`src/rtl/core/sthq_pkg.sv`:
```
package sthq_pkg;

    // item layouts on the two channels
    typedef struct packed {
        logic signed [15:0] pos_x;
        logic signed [15:0] pos_y;
        logic               surface_present;
        logic        [9:0]  base_height;
        logic        [9:0]  water_level;
        logic        [3:0]  corner_bits;
        logic               double_height;
    } query_t;

    typedef struct packed {
        logic [10:0] land_height;
        logic [9:0]  water_height;
    } result_t;

    // sub-tile geometry
    localparam int SUB_BITS = 5;
    localparam logic signed [7:0] SUB_MAX = 8'sd31;
    localparam logic [10:0] DEFAULT_LAND = 11'd16;

    // raised-corner patterns (bit0 north, bit1 east, bit2 south, bit3 west)
    localparam logic [3:0] SLOPE_FLAT      = 4'd0;
    localparam logic [3:0] SLOPE_N         = 4'd1;
    localparam logic [3:0] SLOPE_E         = 4'd2;
    localparam logic [3:0] SLOPE_S         = 4'd4;
    localparam logic [3:0] SLOPE_W         = 4'd8;
    localparam logic [3:0] SLOPE_NE        = 4'd3;
    localparam logic [3:0] SLOPE_ES        = 4'd6;
    localparam logic [3:0] SLOPE_NW        = 4'd9;
    localparam logic [3:0] SLOPE_SW        = 4'd12;
    localparam logic [3:0] SLOPE_W_DOWN    = 4'd7;
    localparam logic [3:0] SLOPE_S_DOWN    = 4'd11;
    localparam logic [3:0] SLOPE_E_DOWN    = 4'd13;
    localparam logic [3:0] SLOPE_N_DOWN    = 4'd14;
    localparam logic [3:0] SLOPE_NS_VALLEY = 4'd5;
    localparam logic [3:0] SLOPE_WE_VALLEY = 4'd10;
    localparam logic [3:0] SLOPE_ALL_UP    = 4'd15;

    // halve, truncating toward zero
    function automatic logic signed [7:0] half_tz(input logic signed [7:0] v);
        logic signed [7:0] adj;
        adj = v + {7'd0, v[7]};
        return adj >>> 1;
    endfunction

    // halve the positive part, zero otherwise
    function automatic logic signed [7:0] pos_half(input logic signed [7:0] v);
        return (v > 8'sd0) ? (v >>> 1) : 8'sd0;
    endfunction

endpackage

```
`src/rtl/core/sthq_stream_if.sv`:
```
interface sthq_stream_if #(
    parameter type payload_t = logic
);
    logic     valid;
    logic     ready;
    payload_t data;

    modport source (output valid, output data, input ready);
    modport sink   (input valid, input data, output ready);
endinterface

```
`src/rtl/core/sthq_slope.sv`:
```
module sthq_slope (
    input  logic [sthq_pkg::SUB_BITS-1:0] x,
    input  logic [sthq_pkg::SUB_BITS-1:0] y,
    input  logic [3:0]                    corners,
    input  logic                          dbl,
    output logic [5:0]                    term
);
    import sthq_pkg::*;

    logic signed [7:0] sx;
    logic signed [7:0] sy;
    logic signed [7:0] t;

    assign sx = {3'b000, x};
    assign sy = {3'b000, y};

    // slope term by raised-corner pattern
    always_comb
    begin
        case (corners)
            SLOPE_N:  t = pos_half(sx + sy - SUB_MAX);
            SLOPE_E:  t = pos_half(sx - sy);
            SLOPE_S:  t = pos_half(SUB_MAX - sy - sx);
            SLOPE_W:  t = pos_half(sy - sx);
            SLOPE_NE: t = (sx >>> 1) + 8'sd1;
            SLOPE_ES: t = (SUB_MAX - sy) >>> 1;
            SLOPE_NW: t = (sy >>> 1) + 8'sd1;
            SLOPE_SW: t = (SUB_MAX - sx) >>> 1;
            SLOPE_W_DOWN:
                t = dbl ? ((sx + SUB_MAX - sy) >>> 1) + 8'sd1
                        : half_tz(sx - sy) + 8'sd16;
            SLOPE_S_DOWN:
                t = dbl ? ((sx + sy) >>> 1) + 8'sd1
                        : half_tz(sx + sy - SUB_MAX - 8'sd1) + 8'sd16;
            SLOPE_E_DOWN:
                t = dbl ? ((SUB_MAX - sx + sy) >>> 1) + 8'sd1
                        : half_tz(sy - sx) + 8'sd16;
            SLOPE_N_DOWN:
                t = dbl ? (((SUB_MAX - sx) + (SUB_MAX - sy)) >>> 1) + 8'sd1
                        : half_tz(SUB_MAX - sy - sx - 8'sd1) + 8'sd16;
            SLOPE_NS_VALLEY: t = pos_half(sx - sy);
            // flat, west-east valley, all four up
            default:  t = 8'sd0;
        endcase
    end

    assign term = t[5:0];

endmodule

```
`src/rtl/core/sloped_tile_height_query_core.sv`:
```
// channel  | dir | payload
// ---------+-----+----------------------------------------------------------
// query    | in  | pos_x, pos_y, surface_present, base_height, water_level,
//          |     | corner_bits, double_height
// result   | out | land_height, water_height
//
// one query per cycle sustained while result.ready stays high; a query passes
// through the input register, then the result register, before result.valid
// rises for it
// reset clears both stage valid flags; payload registers are not reset
// a stalled result holds in the result register while the input register
// still takes a query, so both stages fill before query.ready drops
module sloped_tile_height_query_core #(
    parameter int MAP_WIDTH  = 12288,
    parameter int MAP_HEIGHT = 12288
) (
    input  logic                 clk,
    input  logic                 rst_n,
    sthq_stream_if.sink          query,
    sthq_stream_if.source        result
);
    import sthq_pkg::*;

    localparam logic [15:0] X_LIMIT = 16'(MAP_WIDTH - 1);
    localparam logic [15:0] Y_LIMIT = 16'(MAP_HEIGHT - 1);

    query_t  q_reg;
    logic    q_valid_reg;
    result_t r_reg;
    result_t r_next;
    logic    r_valid_reg;

    logic       s1_adv;
    logic       off_map;
    logic [5:0] term;

    // stage handshake
    assign s1_adv      = !r_valid_reg || result.ready;
    assign query.ready = !q_valid_reg || s1_adv;

    // input register
    always_ff @(posedge clk or negedge rst_n)
    begin
        if (!rst_n)
        begin
            q_valid_reg <= 1'b0;
        end
        else if (query.ready)
        begin
            q_valid_reg <= query.valid;
        end
    end

    always_ff @(posedge clk)
    begin
        if (query.valid && query.ready)
        begin
            q_reg <= query.data;
        end
    end

    // map bounds, negative coordinates fail as large unsigned values
    assign off_map = (16'(q_reg.pos_x) >= X_LIMIT) || (16'(q_reg.pos_y) >= Y_LIMIT);

    sthq_slope u_slope (
        .x       (q_reg.pos_x[SUB_BITS-1:0]),
        .y       (q_reg.pos_y[SUB_BITS-1:0]),
        .corners (q_reg.corner_bits),
        .dbl     (q_reg.double_height),
        .term    (term)
    );

    // result forming
    always_comb
    begin
        if (off_map || !q_reg.surface_present)
        begin
            r_next.land_height  = DEFAULT_LAND;
            r_next.water_height = 10'd0;
        end
        else
        begin
            r_next.land_height  = {1'b0, q_reg.base_height} + {5'd0, term};
            r_next.water_height = q_reg.water_level;
        end
    end

    // result register
    always_ff @(posedge clk or negedge rst_n)
    begin
        if (!rst_n)
        begin
            r_valid_reg <= 1'b0;
        end
        else if (s1_adv)
        begin
            r_valid_reg <= q_valid_reg;
        end
    end

    always_ff @(posedge clk)
    begin
        if (s1_adv && q_valid_reg)
        begin
            r_reg <= r_next;
        end
    end

    assign result.valid = r_valid_reg;
    assign result.data  = r_reg;

    // a held query moves into the result stage whenever that stage frees up
    a_stage_moves: assert property (@(posedge clk) disable iff (!rst_n)
        q_valid_reg && s1_adv |=> r_valid_reg)
        else $error("held query did not reach the result stage");

    // off-map or bare tiles give the default heights
    a_default_result: assert property (@(posedge clk) disable iff (!rst_n)
        q_valid_reg && s1_adv && (off_map || !q_reg.surface_present)
        |=> r_reg.land_height == DEFAULT_LAND && r_reg.water_height == 10'd0)
        else $error("default heights not produced");

    // an empty result stage never blocks the query side
    a_ready_when_empty: assert property (@(posedge clk) disable iff (!rst_n)
        !r_valid_reg |-> query.ready)
        else $error("query stalled with empty result stage");

    // no transfer overwrites a query that cannot move on
    a_no_overwrite: assert property (@(posedge clk) disable iff (!rst_n)
        query.valid && query.ready |-> !q_valid_reg || s1_adv)
        else $error("held query overwritten");

endmodule

```
`src/flat_wrapper.sv`:
```
// flat-port wrapper written by rule: the top's interface ports become plain ports
module sloped_tile_height_query_core_flat import sthq_pkg::*;
#(
    parameter int MAP_WIDTH  = 12288,
    parameter int MAP_HEIGHT = 12288
)
  (clk, rst_n, query_valid, query_data, query_ready, result_valid, result_data, result_ready);
  sthq_stream_if #(.payload_t(query_t)) query_i ();
  sthq_stream_if #(.payload_t(result_t)) result_i ();
  input  logic clk;
  input  logic rst_n;
  input wire logic [$bits(query_i.valid)-1:0] query_valid;
  input wire logic [$bits(query_i.data)-1:0] query_data;
  output wire logic [$bits(query_i.ready)-1:0] query_ready;
  output wire logic [$bits(result_i.valid)-1:0] result_valid;
  output wire logic [$bits(result_i.data)-1:0] result_data;
  input wire logic [$bits(result_i.ready)-1:0] result_ready;
  assign query_i.valid = query_valid;
  assign query_i.data = query_data;
  assign query_ready = query_i.ready;
  assign result_valid = result_i.valid;
  assign result_data = result_i.data;
  assign result_i.ready = result_ready;
  sloped_tile_height_query_core #(.MAP_WIDTH(MAP_WIDTH), .MAP_HEIGHT(MAP_HEIGHT)) u_core (.clk(clk), .rst_n(rst_n), .query(query_i), .result(result_i));
endmodule
```
`config.mk`:
```
export PLATFORM = sky130hd
export DESIGN_NAME = sloped_tile_height_query_core_flat
export DESIGN_NICKNAME = d
export VERILOG_FILES = /design/src/rtl/core/sthq_pkg.sv /design/src/rtl/core/sthq_stream_if.sv /design/src/rtl/core/sthq_slope.sv /design/src/rtl/core/sloped_tile_height_query_core.sv /design/src/flat_wrapper.sv
export SDC_FILE = /design/constraint.sdc
export NUM_CORES = 1
export LEC_CHECK = 0
export BUFFER_PORTS_ARGS = -buffer_cell sky130_fd_sc_hd__buf_2
export CORE_MARGIN = 2
export CORE_UTILIZATION = 40
export CTS_BUF_LIST = sky130_fd_sc_hd__clkbuf_2 sky130_fd_sc_hd__clkbuf_4 sky130_fd_sc_hd__clkbuf_8
export DETAILED_ROUTE_END_ITERATION = 8
export PLACE_DENSITY = 0.6
export SYNTH_ARGS = -nofsm -noshare
export SYNTH_HDL_FRONTEND = slang
export SYNTH_SLANG_ARGS = --single-unit
```
`constraint.sdc`:
```
create_clock -name clk -period 11.5 [get_ports clk]
set_clock_uncertainty 0.1 [all_clocks]
set_input_delay 0 -clock clk [delete_from_list [all_inputs] [get_ports clk]]
set_output_delay 0 -clock clk [all_outputs]
set_load 0.01 [all_outputs]
```
---- Yosys cells after proc, flatten, opt, wreduce, memory -nomap -nowiden ----
Index checks and enable logic that the tools add are counted.
storage, ports and cells
  word-level logic and storage cells ...... 77
  register bits after elaboration ......... 81
  input bits .............................. 62
  output and inout bits ................... 23
cells by class
  multiplexer cells ....................... 9
  add/subtract/negate cells ............... 28
  equal/unequal tests ..................... 13
  reduce and logical (&&, ||, !) cells .... 10
  $lt $le $gt $ge ......................... 6
operators with widths
  operator              number
  $pmux 6 s12           1
  $mux 6                8
  $ge 16x14->1 const B  2
  $add 6x6->6 const B   4
  $eq 4x4->1 const B    6
  $add 7x1->7           3
  $add 6x2->6 const B   3
  $eq 4x3->1 const B    4
  $sub 7x2->8 const B   2
  $add 6x6->7           2
  $gt 7x1->1 const B    2
  $gt 6x1->1 const B    2
  $sub 5x5->6           2
  $sub 5x5->6 const A   2
  $add 10x6->11         1
  $add 4x1->5 const B   2
  $eq 4x2->1 const B    2
  $add 6x2->7           1
  $sub 6x5->7           1
  $sub 6x5->7 const B   1
  $sub 6x6->7           1
  $add 5x1->6 const B   1
  $add 5x5->6           1
  $add 5x5->6 const B   1
  other kinds (5)       11

---- Depth between registers and ports, before layout ----
  depth in word-level cells ............... 8
  mapped depth ............................ 27

---- Cells and area by module ----
A second synthesis with hierarchy kept.
unflattened totals
  cells, all modules ...................... 613
  area, all modules ....................... 6137.1 sq um
modules (own cells, without submodules)
  module                         instances  cells each  sequential area each (sq um)  area each (sq um)
  sthq_slope                     1          439         0.0                           3072.9
  sloped_tile_height_query_core  1          174         2422.3                        3064.2

---- Least setup slack after synthesis ----
Ideal clock, no wire load.
  path type ............................... register to register
  start ................................... reg u_core.q_reg[26] in the netlist's numbering
  end ..................................... reg u_core.r_reg, in the netlist u_core.result.data[19] (data pin)
  cell stages (with the launch flop) ...... 28
  required time ........................... 11145 ps
  arrival ................................. 5352 ps
  slack ................................... 5794 ps
  period minus slack after synthesis ...... 5706 ps
  library setup time ...................... 255 ps
  cell sequence ........................... edfxtp_1 -> ha_1 -> inv_1 -> fa_1 -> buf_4 -> xnor2_2 -> buf_2 -> ha_1 -> nand2_1 -> or4_4 -> a211o_1 -> a31oi_1 -> ha_1 -> xor2_1 -> a222oi_1 -> o21ai_0 -> a21oi_1 -> o2111ai_1 -> ha_1 -> a21o_1 -> a21oi_1 -> o21bai_1 -> a21oi_1 -> nor2b_1 -> o21a_1 -> nand3_1 -> xnor2_1 -> and2_1
on the way
  cells in the longest elaborated chain, start to end .. 8
  elaborated cells on any way between the ends .. 40
RTL lines
  item                                               line                                  text
  from (decl)                                        sloped_tile_height_query_core.sv:27   query_t q_reg;
  from (signal assigned)                             sloped_tile_height_query_core.sv:58   q_reg <= query.data;
  $sub 5x5->6 / $add 5x5->6 (equally long branches)  --
  $sub 6x6->7 / $sub 6x5->7 (equally long branches)  --
  $sub 7x2->8 (on tied branches)                     sthq_slope.sv:40, sthq_slope.sv:34
  $add 7x1->7                                        sthq_pkg.sv:45                        adj = v + {7'd0, v[7]};
  $add 6x6->6 (on tied branches)                     sthq_slope.sv:40, sthq_slope.sv:34
  $mux 6 (on tied branches)                          sthq_slope.sv:39, sthq_slope.sv:33
  $pmux 6 s12                                        sthq_slope.sv:20                      case (corners)
  $add 10x6->11                                      sloped_tile_height_query_core.sv:83   r_next.land_height = {1'b0, q_reg.base_height} + {5'd0, term};
  to (signal assigned)                               sloped_tile_height_query_core.sv:105  r_reg <= r_next;
  to (decl)                                          sloped_tile_height_query_core.sv:29   result_t r_reg;
Several ways; a longest one is shown, not always the timed one.
A chain may end at the register's enable or synchronous reset.

---- Worst setup path after layout ----
  start ................................... reg u_core.q_reg[42] in the netlist's numbering
  end ..................................... reg u_core.r_reg, in the netlist u_core.result.data[19] (data pin)
on the way
  cells in the longest elaborated chain, start to end .. 8
  elaborated cells on any way between the ends .. 41
RTL lines
  item           line                                                  text
  $add 5x5->6    sthq_slope.sv:21, sthq_slope.sv:33, sthq_slope.sv:34
  $sub 6x5->7    sthq_slope.sv:21, sthq_slope.sv:34
  $sub 7x2->8    sthq_slope.sv:34                                      : half_tz(sx + sy - SUB_MAX - 8'sd1) + 8'sd16;
  $add 7x1->7    sthq_pkg.sv:45
  $add 6x6->6    sthq_slope.sv:34
  $mux 6         sthq_slope.sv:33                                      t = dbl ? ((sx + sy) >>> 1) + 8'sd1
  $pmux 6 s12    sthq_slope.sv:20
  $add 10x6->11  sloped_tile_height_query_core.sv:83
Several ways; a longest one is shown, not always the timed one.

==> flow_summary_export.csv <==
group,metric,value,unit
floorplanning,ios,85,
synthesis,synth_area_leader_cell,"edfxtp_1",
floorplanning,die_height,126,um
hold_path,hold_class,"primary input to flop",
floorplanning,start_util,0.410,
timing,relSlewSlack,0.259,
place,place_inst,859,
synthesis,ys_async_sr_fraction,0.0247,
clock_network,cts_buffer_depth,2,
timing,rsz0062_at_grt,"false",
power_and_ir_drop,ir_worst_vdd,0.125,mV
clock_network,cts_made_buffers,9,
power_and_ir_drop,p_int,0.613,mW
timing,fmax,152,MHz
clock_network,clk_latency,0.35,ns
final_layout,drive_above_1_share,0.156,
critical_path,end_kind,"flop",
timing,tightest_slew,1.08,ns
critical_path,path_common_cell,"ha_1",
floorplanning,rows,44,
clock_network,cts-root-buf,"clkbuf_8",
global_routing,grt_pass1_wl,26800,um
global_routing,antenna_found_initial,0,
timing,setup_viol,0,
synthesis,ys_warn_count,0,
route,drt_iter0_drc,424,
synthesis,synth_fp_nets,713,
global_routing,grt_pass1_vias,5358,
synthesis,yosysUniqueCellTypes,72,
synthesis,synth_edf_count,79,
critical_path,cp.required,11.52,ns
critical_path,critPathMaxStageDelay,0.58,ns
critical_path,arrival,6.59,ns
final_layout,finalNonFillerCells,938,
synthesis,synth_ff_type,"edfxtp_1",
power_and_ir_drop,comb_power_share,0.360,
final_layout,syn2layout_area_growth,24.3,%
synthesis,ys_seq_elements,81,
synthesis,yosysMostFrequentCell,"edfxtp_1",
clock_network,cts_tree,"yes",
global_routing,grt_use_total,0.211,
synthesis,synth.avg_cell_area,9.81,um2
floorplanning,core_area,0.0145,mm2
place,dp_hpwl,12000,um
route,drt_wl_total,16500,um
power_and_ir_drop,total_leakage_power,2.90,nW
place,portBuffers,84,
route,avgRoutedWirePerCell,17.5,um
clock_network,clkTransAtPathRegs,0.09,ns
floorplanning,fp.dieW,126,um
route,vias,5222,
final_layout,largest_reg_flops,58,
synthesis,synth_commonest_cells,"edfxtp_1 (79), nand2_1 (45), nor2_1 (43)",
timing,layout_worst_path_cycle_share,0.571,
timing,slew_viol_final,0,
clock_network,cts.sinks,81,
critical_path,worst-setup-path-type,"flop to flop",
route,vias_per_cell,5.57,
final_layout,antenna-diode-count,0,
outcome,outcome,"completed",
synthesis,yosysSeqAreaShare,0.406,
timing,fin_tns_setup,0,ns
timing,period_minus_slack,6.56,ns
job,drv_cap,0,
clock_network,cts_resized,0,
final_layout,nFillCells,1370,
power_and_ir_drop,clkPwrFrac,0.256,
timing,whs,0.249,ns
power_and_ir_drop,power,0.925,mW
power_and_ir_drop,p_seq_frac,0.384,
synthesis,synth_top_area_frac,0.398,
synthesis,netlist_top_cells_area,"edfxtp_1 (40%), ha_1 (8.0%), xnor2_1 (6.0%)",
route,ant_nets,0,
clock_network,htreeDepth,3,
critical_path,crit_fanout,14,
timing,finalHoldViolCount,0,
power_and_ir_drop,powerDensity,125,mW/mm2
global_routing,grt_max_degree,59,
critical_path,start_kind,"flop",
critical_path,cp_slowest_cell,"fa_1",
synthesis,synth_area,0.00597,mm2
global_routing,globalRoute.totalOverflow,0,
route,route.detailed.drc,0,
floorplanning,die-area,0.0159,mm2
route,dr.pass1.iters,6,
synthesis,syn_inst,608,
power_and_ir_drop,power_switching,0.312,mW
place,gp_congestion,0.978,
power_and_ir_drop,swShare,0.337,
final_layout,fin_nets,854,
through the flow:
step	worst slack [ns]	utilization	area, um2
after floorplan	5.79	-	5970
after global placement	5.13	0.451	6550
after detailed placement	4.98	0.451	6550
after CTS	4.95	0.510	7410
after global routing	4.42	0.510	7410
final	4.94	0.510	7410
repair_timing:
item,in CTS,in global routing
buffers inserted,0,0
hold endpoints to repair,62,0
hold buffers,63,0
worst max-delay path: cells and delay by family (launching register included):
family | cells | cell delay, ns
AOI/OAI and AO/OA | 11 | 2.17
and+or+nand+nor | 5 | 1.01
DFF | 1 | 0.41
xor gates and xnor gates | 3 | 0.71
buffers and inverters | 1 | 0.09
adders and majority gates | 5 | 1.86
final timing paths:
kind	cells after the start	slack, ns	end	startpoint
max	25	4.94	u_core.result.data[19]	u_core.q_reg[42]
min	2	0.25	u_core.q_reg[50]	query_data[50]
max reg2reg	25	4.94	u_core.result.data[19]	u_core.q_reg[42]
min reg2reg	1	0.40	u_core.result.valid	u_core.q_valid_reg
max in group asynchronous	3	10.77	u_core.q_valid_reg	rst_n
min in group asynchronous	3	0.42	u_core.result.valid	rst_n
layer usage:
metal	wire, um	vias up	global-route usage	share of wire
met4	633	0	0.0860	0.038
met5	0	-	0	0
met3	941	47	0.0472	0.057
li1	-	2525	-	-
met1	6870	2465	0.256	0.42
met2	8010	185	0.362	0.49
kinds of logic after synthesis:
| kind of cell | Yosys count | synth area share |
|---|---|---|
| simple gates | 216 | 0.187 |
| fa+ha+maj | 43 | 0.0965 |
| flops | 81 | 0.406 |
| buf+inv | 56 | 0.0380 |
| compound gates | 152 | 0.178 |
| xor+xnor | 56 | 0.0870 |
| mux | 4 | 0.00692 |
power by group through the flow:
stage               Clock (mW)  Sequential, mW  Combinational [mW]
floorplan                    0           0.362               0.229
global placement             0           0.361               0.307
detailed placement           0           0.362               0.309
CTS                      0.243           0.356               0.327
global route             0.254           0.358               0.365
finish                   0.237           0.355               0.333
area by class of cell:
type                            count  area, um2  share of cell area
Clock buffer                       11        145              0.0196
Clock inverter                      5       86.3              0.0116
Inverter                           35        131              0.0177
Multi-Input combinational cell    471       3320               0.448
Sequential cell                    81       2420               0.327
Tap cell                          184        230              0.0310
Timing Repair Buffer              151       1080               0.146
placed cells by master, fill, tap and decap left out, types with 3 or more instances in the layout:
cell type      Yosys  final
o211ai_1           5      5
nand4_1            9      9
fa_1               5      5
nand3_1           21     21
nand3b_1           6      6
xor2_1            12     12
nor2_1            43     43
o21a_1             8      8
buf_2              4     84
edfxtp_1          79     79
dlygate4sd3_1      0     63
inv_1             34     34
xnor2_1           41     41
nor4_1             8      8
a211o_1            3      3
clkbuf_8           0     10
a21o_1             5      5
a21oi_1           40     40
o21bai_1          10     10
nand2_1           45     45
ha_1              38     38
o221ai_1           5      5
and2_1            26     25
nor3_1            15     15
nand2b_1          12     12
o21ai_0           21     21
a31oi_1            6      6
a221oi_1           8      8
mux2i_1            3      3
nor2b_1            9      9
a222oi_1           3      3
and3_1             8      8
o22ai_1            7      7
buf_4              1      4
Power figures use the tool's default switching activity.
